[src/sv/i2cm_pkg.sv]
`timescale 1ns / 1ps
`default_nettype none

package i2cm_pkg;

  localparam int LIMIT_W = 11;
  localparam int ADDR_W  = 3;
  localparam int DATA_W  = 32;

  localparam logic [ADDR_W-1:0]  REG_RECOVERY_LIMIT = 3'd0;
  localparam logic [LIMIT_W-1:0] LIMIT_RESET        = 11'd1000;
  localparam logic [3:0]         BITS_PER_BYTE      = 4'd8;

  typedef enum logic [2:0] {
    OP_IDLE  = 3'd0,
    OP_START = 3'd1,
    OP_STOP  = 3'd2,
    OP_WRITE = 3'd3,
    OP_READ  = 3'd4
  } op_t;

  typedef struct packed {
    logic       scl;
    logic       sda;
    logic       busy;
    logic       done;
    logic       ack;
    logic [7:0] rbyte;
    logic       absent;
  } res_t;

endpackage

`default_nettype wire

[src/sv/i2c_master_byte_engine.sv]
`timescale 1ns / 1ps
`default_nettype none

// Open-drain I2C master, one bus delay tick per request.
// Request channel (req_valid / req_stall) carries command, data_byte, send_ack
// and the SDA level sampled at the end of the tick. Start, stop, write byte and
// read byte are taken only while idle; other commands are ignored.
// Every request yields exactly one result on the result channel
// (res_valid / res_stall): line drives for the tick, busy/done status, the
// last write ACK, the last read byte and the sticky device-absent flag.
// The result is registered; the engine takes one request per cycle while req_stall
// is low, and all work for a tick is done in a single pass of logic between the
// state registers and the result register.
// When the receiver stalls, one more result is parked in a skid register and
// req_stall rises until the parked result has moved forward.
// Reset (rst, synchronous) returns the engine to idle with both lines
// released, clears the flags and sets recovery_limit to 1000. The register
// is written over the APB port at byte address 0 and should only be changed
// while no operation is running.
module i2c_master_byte_engine (
  input  wire                          clk,
  input  wire                          rst,
  input  wire                          psel,
  input  wire                          penable,
  input  wire                          pwrite,
  input  wire [i2cm_pkg::ADDR_W-1:0]   paddr,
  input  wire [i2cm_pkg::DATA_W-1:0]   pwdata,
  output logic [i2cm_pkg::DATA_W-1:0]  prdata,
  output logic                         pready,
  input  wire                          req_valid,
  output logic                         req_stall,
  input  wire [2:0]                    command,
  input  wire [7:0]                    data_byte,
  input  wire                          send_ack,
  input  wire                          sda_line,
  output logic                         res_valid,
  input  wire                          res_stall,
  output logic                         scl_out,
  output logic                         sda_out,
  output logic                         busy_res,
  output logic                         done_res,
  output logic                         ack_received,
  output logic [7:0]                   read_byte,
  output logic                         device_absent
);

  logic [i2cm_pkg::LIMIT_W-1:0] recovery_limit;

  i2cm_pkg::op_t                operation, operation_next;
  logic [2:0]                   phase, phase_next;
  logic [3:0]                   bit_count, bit_count_next;
  logic [7:0]                   shift_reg, shift_reg_next;
  logic [i2cm_pkg::LIMIT_W-1:0] recovery_count, recovery_count_next;
  logic                         absent_flag, absent_flag_next;
  logic                         scl_drive, scl_drive_next;
  logic                         sda_drive, sda_drive_next;
  logic                         ack_flag, ack_flag_next;
  logic [7:0]                   read_hold, read_hold_next;
  logic                         ack_choice, ack_choice_next;
  logic                         finish;
  logic                         scl_tick, sda_tick;

  i2cm_pkg::res_t res_new, res_q, skid;
  logic           skid_valid;
  logic           req_take, res_take;

  // configuration port
  assign pready = 1'b1;
  assign prdata = (paddr == i2cm_pkg::REG_RECOVERY_LIMIT) ?
                  i2cm_pkg::DATA_W'(recovery_limit) : '0;

  always_ff @(posedge clk) begin
    if (rst) begin
      recovery_limit <= i2cm_pkg::LIMIT_RESET;
    end else if (psel && penable && pwrite && pready &&
                 paddr == i2cm_pkg::REG_RECOVERY_LIMIT) begin
      recovery_limit <= pwdata[i2cm_pkg::LIMIT_W-1:0];
    end
  end

  assign req_take  = req_valid && !req_stall;
  assign res_take  = res_valid && !res_stall;
  assign req_stall = skid_valid;

  // one tick of the engine: command load, then the action after the delay
  always_comb begin
    operation_next      = operation;
    phase_next          = phase;
    bit_count_next      = bit_count;
    shift_reg_next      = shift_reg;
    recovery_count_next = recovery_count;
    absent_flag_next    = absent_flag;
    scl_drive_next      = scl_drive;
    sda_drive_next      = sda_drive;
    ack_flag_next       = ack_flag;
    read_hold_next      = read_hold;
    ack_choice_next     = ack_choice;
    finish              = 1'b0;

    if (operation == i2cm_pkg::OP_IDLE) begin
      case (command)
        i2cm_pkg::OP_START: begin
          operation_next      = i2cm_pkg::OP_START;
          phase_next          = '0;
          bit_count_next      = '0;
          sda_drive_next      = 1'b1;
          recovery_count_next = '0;
        end
        i2cm_pkg::OP_STOP: begin
          operation_next = i2cm_pkg::OP_STOP;
          phase_next     = '0;
          bit_count_next = '0;
          sda_drive_next = 1'b0;
        end
        i2cm_pkg::OP_WRITE: begin
          operation_next = i2cm_pkg::OP_WRITE;
          phase_next     = '0;
          bit_count_next = '0;
          shift_reg_next = data_byte;
          sda_drive_next = data_byte[7];
        end
        i2cm_pkg::OP_READ: begin
          operation_next  = i2cm_pkg::OP_READ;
          phase_next      = '0;
          bit_count_next  = '0;
          sda_drive_next  = 1'b1;
          shift_reg_next  = '0;
          ack_choice_next = send_ack;
        end
        default: begin
        end
      endcase
    end

    scl_tick = scl_drive_next;
    sda_tick = sda_drive_next;

    case (operation_next)
      i2cm_pkg::OP_START: begin
        case (phase_next)
          3'd0: begin
            scl_drive_next = 1'b1;
            phase_next     = 3'd1;
          end
          3'd1: begin
            if (sda_line) begin
              sda_drive_next = 1'b0;
              phase_next     = 3'd3;
            end else if (recovery_count_next >= recovery_limit) begin
              absent_flag_next = 1'b1;
              finish           = 1'b1;
            end else begin
              recovery_count_next = recovery_count_next + 1'b1;
              scl_drive_next      = 1'b0;
              phase_next          = 3'd2;
            end
          end
          3'd2: begin
            scl_drive_next = 1'b1;
            phase_next     = 3'd1;
          end
          3'd3: begin
            scl_drive_next = 1'b0;
            phase_next     = 3'd4;
          end
          default: finish = 1'b1;
        endcase
      end
      i2cm_pkg::OP_STOP: begin
        case (phase_next)
          3'd0: begin
            scl_drive_next = 1'b1;
            phase_next     = 3'd1;
          end
          3'd1: begin
            sda_drive_next = 1'b1;
            phase_next     = 3'd2;
          end
          default: finish = 1'b1;
        endcase
      end
      i2cm_pkg::OP_WRITE: begin
        case (phase_next)
          3'd0: begin
            scl_drive_next = 1'b1;
            phase_next     = 3'd1;
          end
          3'd1: begin
            scl_drive_next = 1'b0;
            shift_reg_next = {shift_reg_next[6:0], 1'b0};
            bit_count_next = bit_count_next + 1'b1;
            if (bit_count_next < i2cm_pkg::BITS_PER_BYTE) begin
              sda_drive_next = shift_reg_next[7];
              phase_next     = 3'd0;
            end else begin
              sda_drive_next = 1'b1;
              phase_next     = 3'd2;
            end
          end
          3'd2: begin
            scl_drive_next = 1'b1;
            phase_next     = 3'd3;
          end
          default: begin
            ack_flag_next  = !sda_line;
            scl_drive_next = 1'b0;
            sda_drive_next = 1'b0;
            finish         = 1'b1;
          end
        endcase
      end
      i2cm_pkg::OP_READ: begin
        case (phase_next)
          3'd0: begin
            scl_drive_next = 1'b1;
            phase_next     = 3'd1;
          end
          3'd1: begin
            shift_reg_next = {shift_reg_next[6:0], sda_line};
            scl_drive_next = 1'b0;
            bit_count_next = bit_count_next + 1'b1;
            if (bit_count_next < i2cm_pkg::BITS_PER_BYTE) begin
              phase_next = 3'd0;
            end else begin
              if (ack_choice_next) begin
                sda_drive_next = 1'b0;
              end
              phase_next = 3'd2;
            end
          end
          3'd2: begin
            scl_drive_next = 1'b1;
            phase_next     = 3'd3;
          end
          default: begin
            scl_drive_next = 1'b0;
            sda_drive_next = 1'b1;
            read_hold_next = shift_reg_next;
            finish         = 1'b1;
          end
        endcase
      end
      default: begin
      end
    endcase

    res_new.scl    = scl_tick;
    res_new.sda    = sda_tick;
    res_new.busy   = (operation_next != i2cm_pkg::OP_IDLE) && !finish;
    res_new.done   = finish;
    res_new.ack    = ack_flag_next;
    res_new.rbyte  = read_hold_next;
    res_new.absent = absent_flag_next;

    if (finish) begin
      operation_next = i2cm_pkg::OP_IDLE;
      phase_next     = '0;
    end
  end

  always_ff @(posedge clk) begin
    if (rst) begin
      operation      <= i2cm_pkg::OP_IDLE;
      phase          <= '0;
      bit_count      <= '0;
      shift_reg      <= '0;
      recovery_count <= '0;
      absent_flag    <= 1'b0;
      scl_drive      <= 1'b1;
      sda_drive      <= 1'b1;
      ack_flag       <= 1'b0;
      read_hold      <= '0;
      ack_choice     <= 1'b0;
    end else if (req_take) begin
      operation      <= operation_next;
      phase          <= phase_next;
      bit_count      <= bit_count_next;
      shift_reg      <= shift_reg_next;
      recovery_count <= recovery_count_next;
      absent_flag    <= absent_flag_next;
      scl_drive      <= scl_drive_next;
      sda_drive      <= sda_drive_next;
      ack_flag       <= ack_flag_next;
      read_hold      <= read_hold_next;
      ack_choice     <= ack_choice_next;
    end
  end

  // result register with one skid entry
  always_ff @(posedge clk) begin
    if (rst) begin
      res_valid  <= 1'b0;
      skid_valid <= 1'b0;
    end else if (res_take || !res_valid) begin
      if (skid_valid) begin
        res_valid  <= 1'b1;
        skid_valid <= 1'b0;
      end else begin
        res_valid <= req_take;
      end
    end else if (req_take) begin
      skid_valid <= 1'b1;
    end
  end

  always_ff @(posedge clk) begin
    if (res_take || !res_valid) begin
      if (skid_valid) begin
        res_q <= skid;
      end else if (req_take) begin
        res_q <= res_new;
      end
    end else if (req_take) begin
      skid <= res_new;
    end
  end

  assign scl_out       = res_q.scl;
  assign sda_out       = res_q.sda;
  assign busy_res      = res_q.busy;
  assign done_res      = res_q.done;
  assign ack_received  = res_q.ack;
  assign read_byte     = res_q.rbyte;
  assign device_absent = res_q.absent;

  a_skid_behind_out: assert property (@(posedge clk) disable iff (rst)
    skid_valid |-> res_valid)
    else $error("skid entry held without a result in the output register");

  a_busy_done_excl: assert property (@(posedge clk) disable iff (rst)
    res_valid |-> !(busy_res && done_res))
    else $error("result shows busy and done together");

  a_idle_phase: assert property (@(posedge clk) disable iff (rst)
    (operation == i2cm_pkg::OP_IDLE) |-> (phase == 3'd0))
    else $error("idle engine with nonzero phase");

  a_absent_sticky: assert property (@(posedge clk) disable iff (rst)
    ($past(!rst) && $past(res_valid && device_absent) && res_valid) |-> device_absent)
    else $error("device absent flag dropped without reset");

  a_stall_no_take: assert property (@(posedge clk) disable iff (rst)
    (skid_valid && req_valid) |=> $stable(operation) && $stable(phase))
    else $error("engine state moved while requests were stalled");

endmodule

`default_nettype wire
[config.mk]
export PLATFORM = sky130hd
export DESIGN_NAME = i2c_master_byte_engine
export DESIGN_NICKNAME = d
export VERILOG_FILES = /design/src/sv/i2cm_pkg.sv /design/src/sv/i2c_master_byte_engine.sv
export SDC_FILE = /design/constraint.sdc
export NUM_CORES = 1
export LEC_CHECK = 0
export BUFFER_PORTS_ARGS = -buffer_cell sky130_fd_sc_hd__buf_2
export CAP_MARGIN = 40
export CORE_ASPECT_RATIO = 0.7
export CORE_UTILIZATION = 55
export CTS_CLUSTER_SIZE = 24
export DETAILED_ROUTE_END_ITERATION = 12
export PLACE_DENSITY = 0.79
export SLEW_MARGIN = 20
export SYNTH_ARGS = -nofsm -noshare
export SYNTH_HDL_FRONTEND = slang
export SYNTH_SLANG_ARGS = --single-unit
[constraint.sdc]
create_clock -name clk -period 4.3 [get_ports clk]
set_clock_uncertainty 0.2 [all_clocks]
set_input_delay 0.43 -clock clk [delete_from_list [all_inputs] [get_ports clk]]
set_output_delay 0.43 -clock clk [all_outputs]
set_load 0.02 [all_outputs]
==> summary.txt <==
Detailed routing
  – Vias: approximately 4,000
  – Wire length per cell: around 16 µm
  – Antenna Nets Post-Route: 0
  – Routed vias/inst: between 5 and 6
  – Final WL: about 11,000 µm
  – TritonRoute pass-1 iters: 9
  – Residual DRC count: 9
  – Drt initial violations: approximately 450

Min path
  – Worst hold path class: in2reg

Layout
  – Max FFs per register: 14
  – Synth-to-Final Area Change: 12.0%
  – Largest regs: skid x14, recovery_count x11, recovery_limit x11
  – Post-route cell area: 5210 µm²
  – Final Non-Filler Cells: 690
  – Largest Register: skid
  – Fin nets: ~650
  – Share of cells above drive strength 1: 17.5%
  – Diode count: 0
  – Util after Layout: approximately 65%

Logic synthesis
  – Avg Inst Size Synth: 8.58 µm²
  – EDFF count, synth: 28
  – Area leader, netlist: dfxtp_1
  – Post-synthesis cell area: between 4000 and 5000 µm²
  – Synthesized instance count: 542
  – Synth Register Bits: 83
  – Cell variety after synth: 61
  – Top FF cell, synth: dfxtp_1
  – Sequential area share after synthesis: roughly two fifths
  – Top cells by area, synth: dfxtp_1, edfxtp_1, nand2_1, nor2_1, a21oi_1
  – Yosys top cell area share: approximately a quarter
  – Yosys Warn Count: 0
  – Most frequent cells after synthesis: nand2_1, dfxtp_1, nor2_1
  – Most common cell in the netlist: nand2_1
  – Post-synth ARST share: 0%

CTS
  – Worst-Skew Late Latency: approximately 340 ps
  – Clk root buf: clkbuf_16
  – TritonCTS Buffers: 9
  – Post-CTS Setup Bufs: 0
  – CTS max path bufs: 2
  – Reg clk slew, reported paths: approximately 60 ps
  – Cts repair resizes: 0
  – Clk sinks: 83
  – Hold Buf Count CTS: 0
  – CTS tree: built
  – CTS H-Tree Depth: 3

Outcome
  – Status: finished with violations
  – Failing checks: DRC

Placement
  – Post-placement setup slack: 628 ps
  – Final RePlAce weighted congestion: 0.920
  – Dpl cells: between 600 and 700
  – Buffers added on ports: 60
  – Detail Placement HPWL: about 7600 µm
  – Post-DP Area: 4900 µm²

Floorplan
  – IO Pins: between 100 and 150
  – Die W: 112 µm
  – Row cnt: 27
  – Initial core utilization: ~58%
  – Die Footprint: roughly 8800 µm²
  – Core area: ~8000 µm²
  – Vert. Die Dim: between 70 and 80 µm

Critical path
  – Crit Path Category: reg2reg
  – Critical Path Start Type: flop
  – Crit-path cells: nor2_1 -> nand3_1 -> buf_4 -> and2_1 -> ha_1 -> a21oi_1 -> nor2_1 -> a211oi_1 -> o21ai_1 -> a21bo_4 -> or3_1 -> a21oi_2
  – Worst path max stage delay: between 400 and 500 ps
  – CP Data Arrival Time: approximately 3800 ps
  – Most used cell, CP: nor2_1
  – CP Max Fanout: 12
  – Crit end category: flop
  – Critical Path RT: about 4400 ps
  – CP max stage cell: dfxtp_1

STA
  – Final setup fails: 0
  – Setup ws final: 609 ps
  – Worst slew pin tran: 774 ps
  – Hold slack final: between 80 and 90 ps
  – Crit path time final: between 3000 and 4000 ps
  – RSZ-0062 raised after global routing: no
  – Setup TNS: 0 ps
  – Fmax: roughly 0.27 GHz
  – Fin crit share: a little under nine tenths
  – Slew Limit Fails: 0
  – Final Hold Viols: 0
  – Max-slew headroom: 48.4%

Global routing
  – Pin count of the biggest net entering global routing: 32
  – Number of global-route vias before repair: roughly 3,600
  – First-pass GRT wire length: 17,700 µm
  – Total global-route track usage: about a quarter
  – Initial antenna violation count: 0
  – Grt ovf: 0

Power
  – PD cells: 351 nW/µm²
  – Design Power: roughly 1.8 mW
  – P_leak: around 2 nW
  – Max VDD drop: around 0.00018 V

Flow run
  – Max-Cap Viols: 0
==> worst paths after layout <==
kind                                   start                end  slack (ps)  depth (start not counted)
worst max register to register  operation[0]       operation[0]         610                         12
worst min register to register  shift_reg[5]       shift_reg[5]         250                          2
worst min-delay path               pwdata[9]  recovery_limit[9]          90                          2
worst max-delay path            operation[0]       operation[0]         610                         12
==> logic make-up after synthesis <==
kind of cell | Yosys count | share of synthesized area [%]
AOI/OAI and AO/OA | 115 | 16.2
xor gates and xnor gates | 11 | 2.07
and+or+nand+nor | 213 | 21.6
other | 2 | 0.162
adders and majority gates | 13 | 3.50
muxes | 28 | 6.38
DFF | 83 | 41.8
buffers and inverters | 77 | 8.32
==> placed cells by master (no fill, tap or decap), types with 7 or more instances in the layout <==
cell,n
ha_1,13
mux2_2,12
mux2i_1,15
inv_1,19
o21ai_1,17
buf_2,60
nor2_1,54
dfxtp_1,55
nand2_1,78
buf_4,7
xor2_1,8
nor3_1,10
clkbuf_16,9
edfxtp_1,28
and2_1,23
conb_1,22
a21oi_1,37
nand3_1,11
a22oi_1,11
==> area by class of cell <==
class                           count  area [µm²]
Clock buffer                       11         243
Clock inverter                      5        61.3
Fill cell                         673        2830
Inverter                           20        75.1
Multi-Input combinational cell    402        2400
Sequential cell                    83        1940
Tap cell                          101         126
Timing Repair Buffer               68         358
==> layer usage <==
metal / part of all wire, % / vias up / global-route usage, %
met5: 0 / - / 0
met4: 0.85 / 0 / 5.27
met3: 8.8 / 9 / 6.41
met2: 44 / 173 / 38.1
met1: 47 / 1883 / 37.9
li1: - / 1930 / -
==> power breakdown <==
part | internal (mW) | total, mW | switching (mW) | leakage (nW)
combinational | 0.0667 | 0.210 | 0.143 | 1.21
clock | 0.467 | 0.775 | 0.307 | 0.138
sequential | 0.830 | 0.844 | 0.0135 | 0.704
==> critical path: cells and delay by family, from the launching register on <==
kind,cells,cell delay (ps)
compound gates,5,1370
fa+ha+maj,1,300
buf+inv,1,200
flops,1,430
simple gates,5,1110
(Power assumes the default switching activity.)
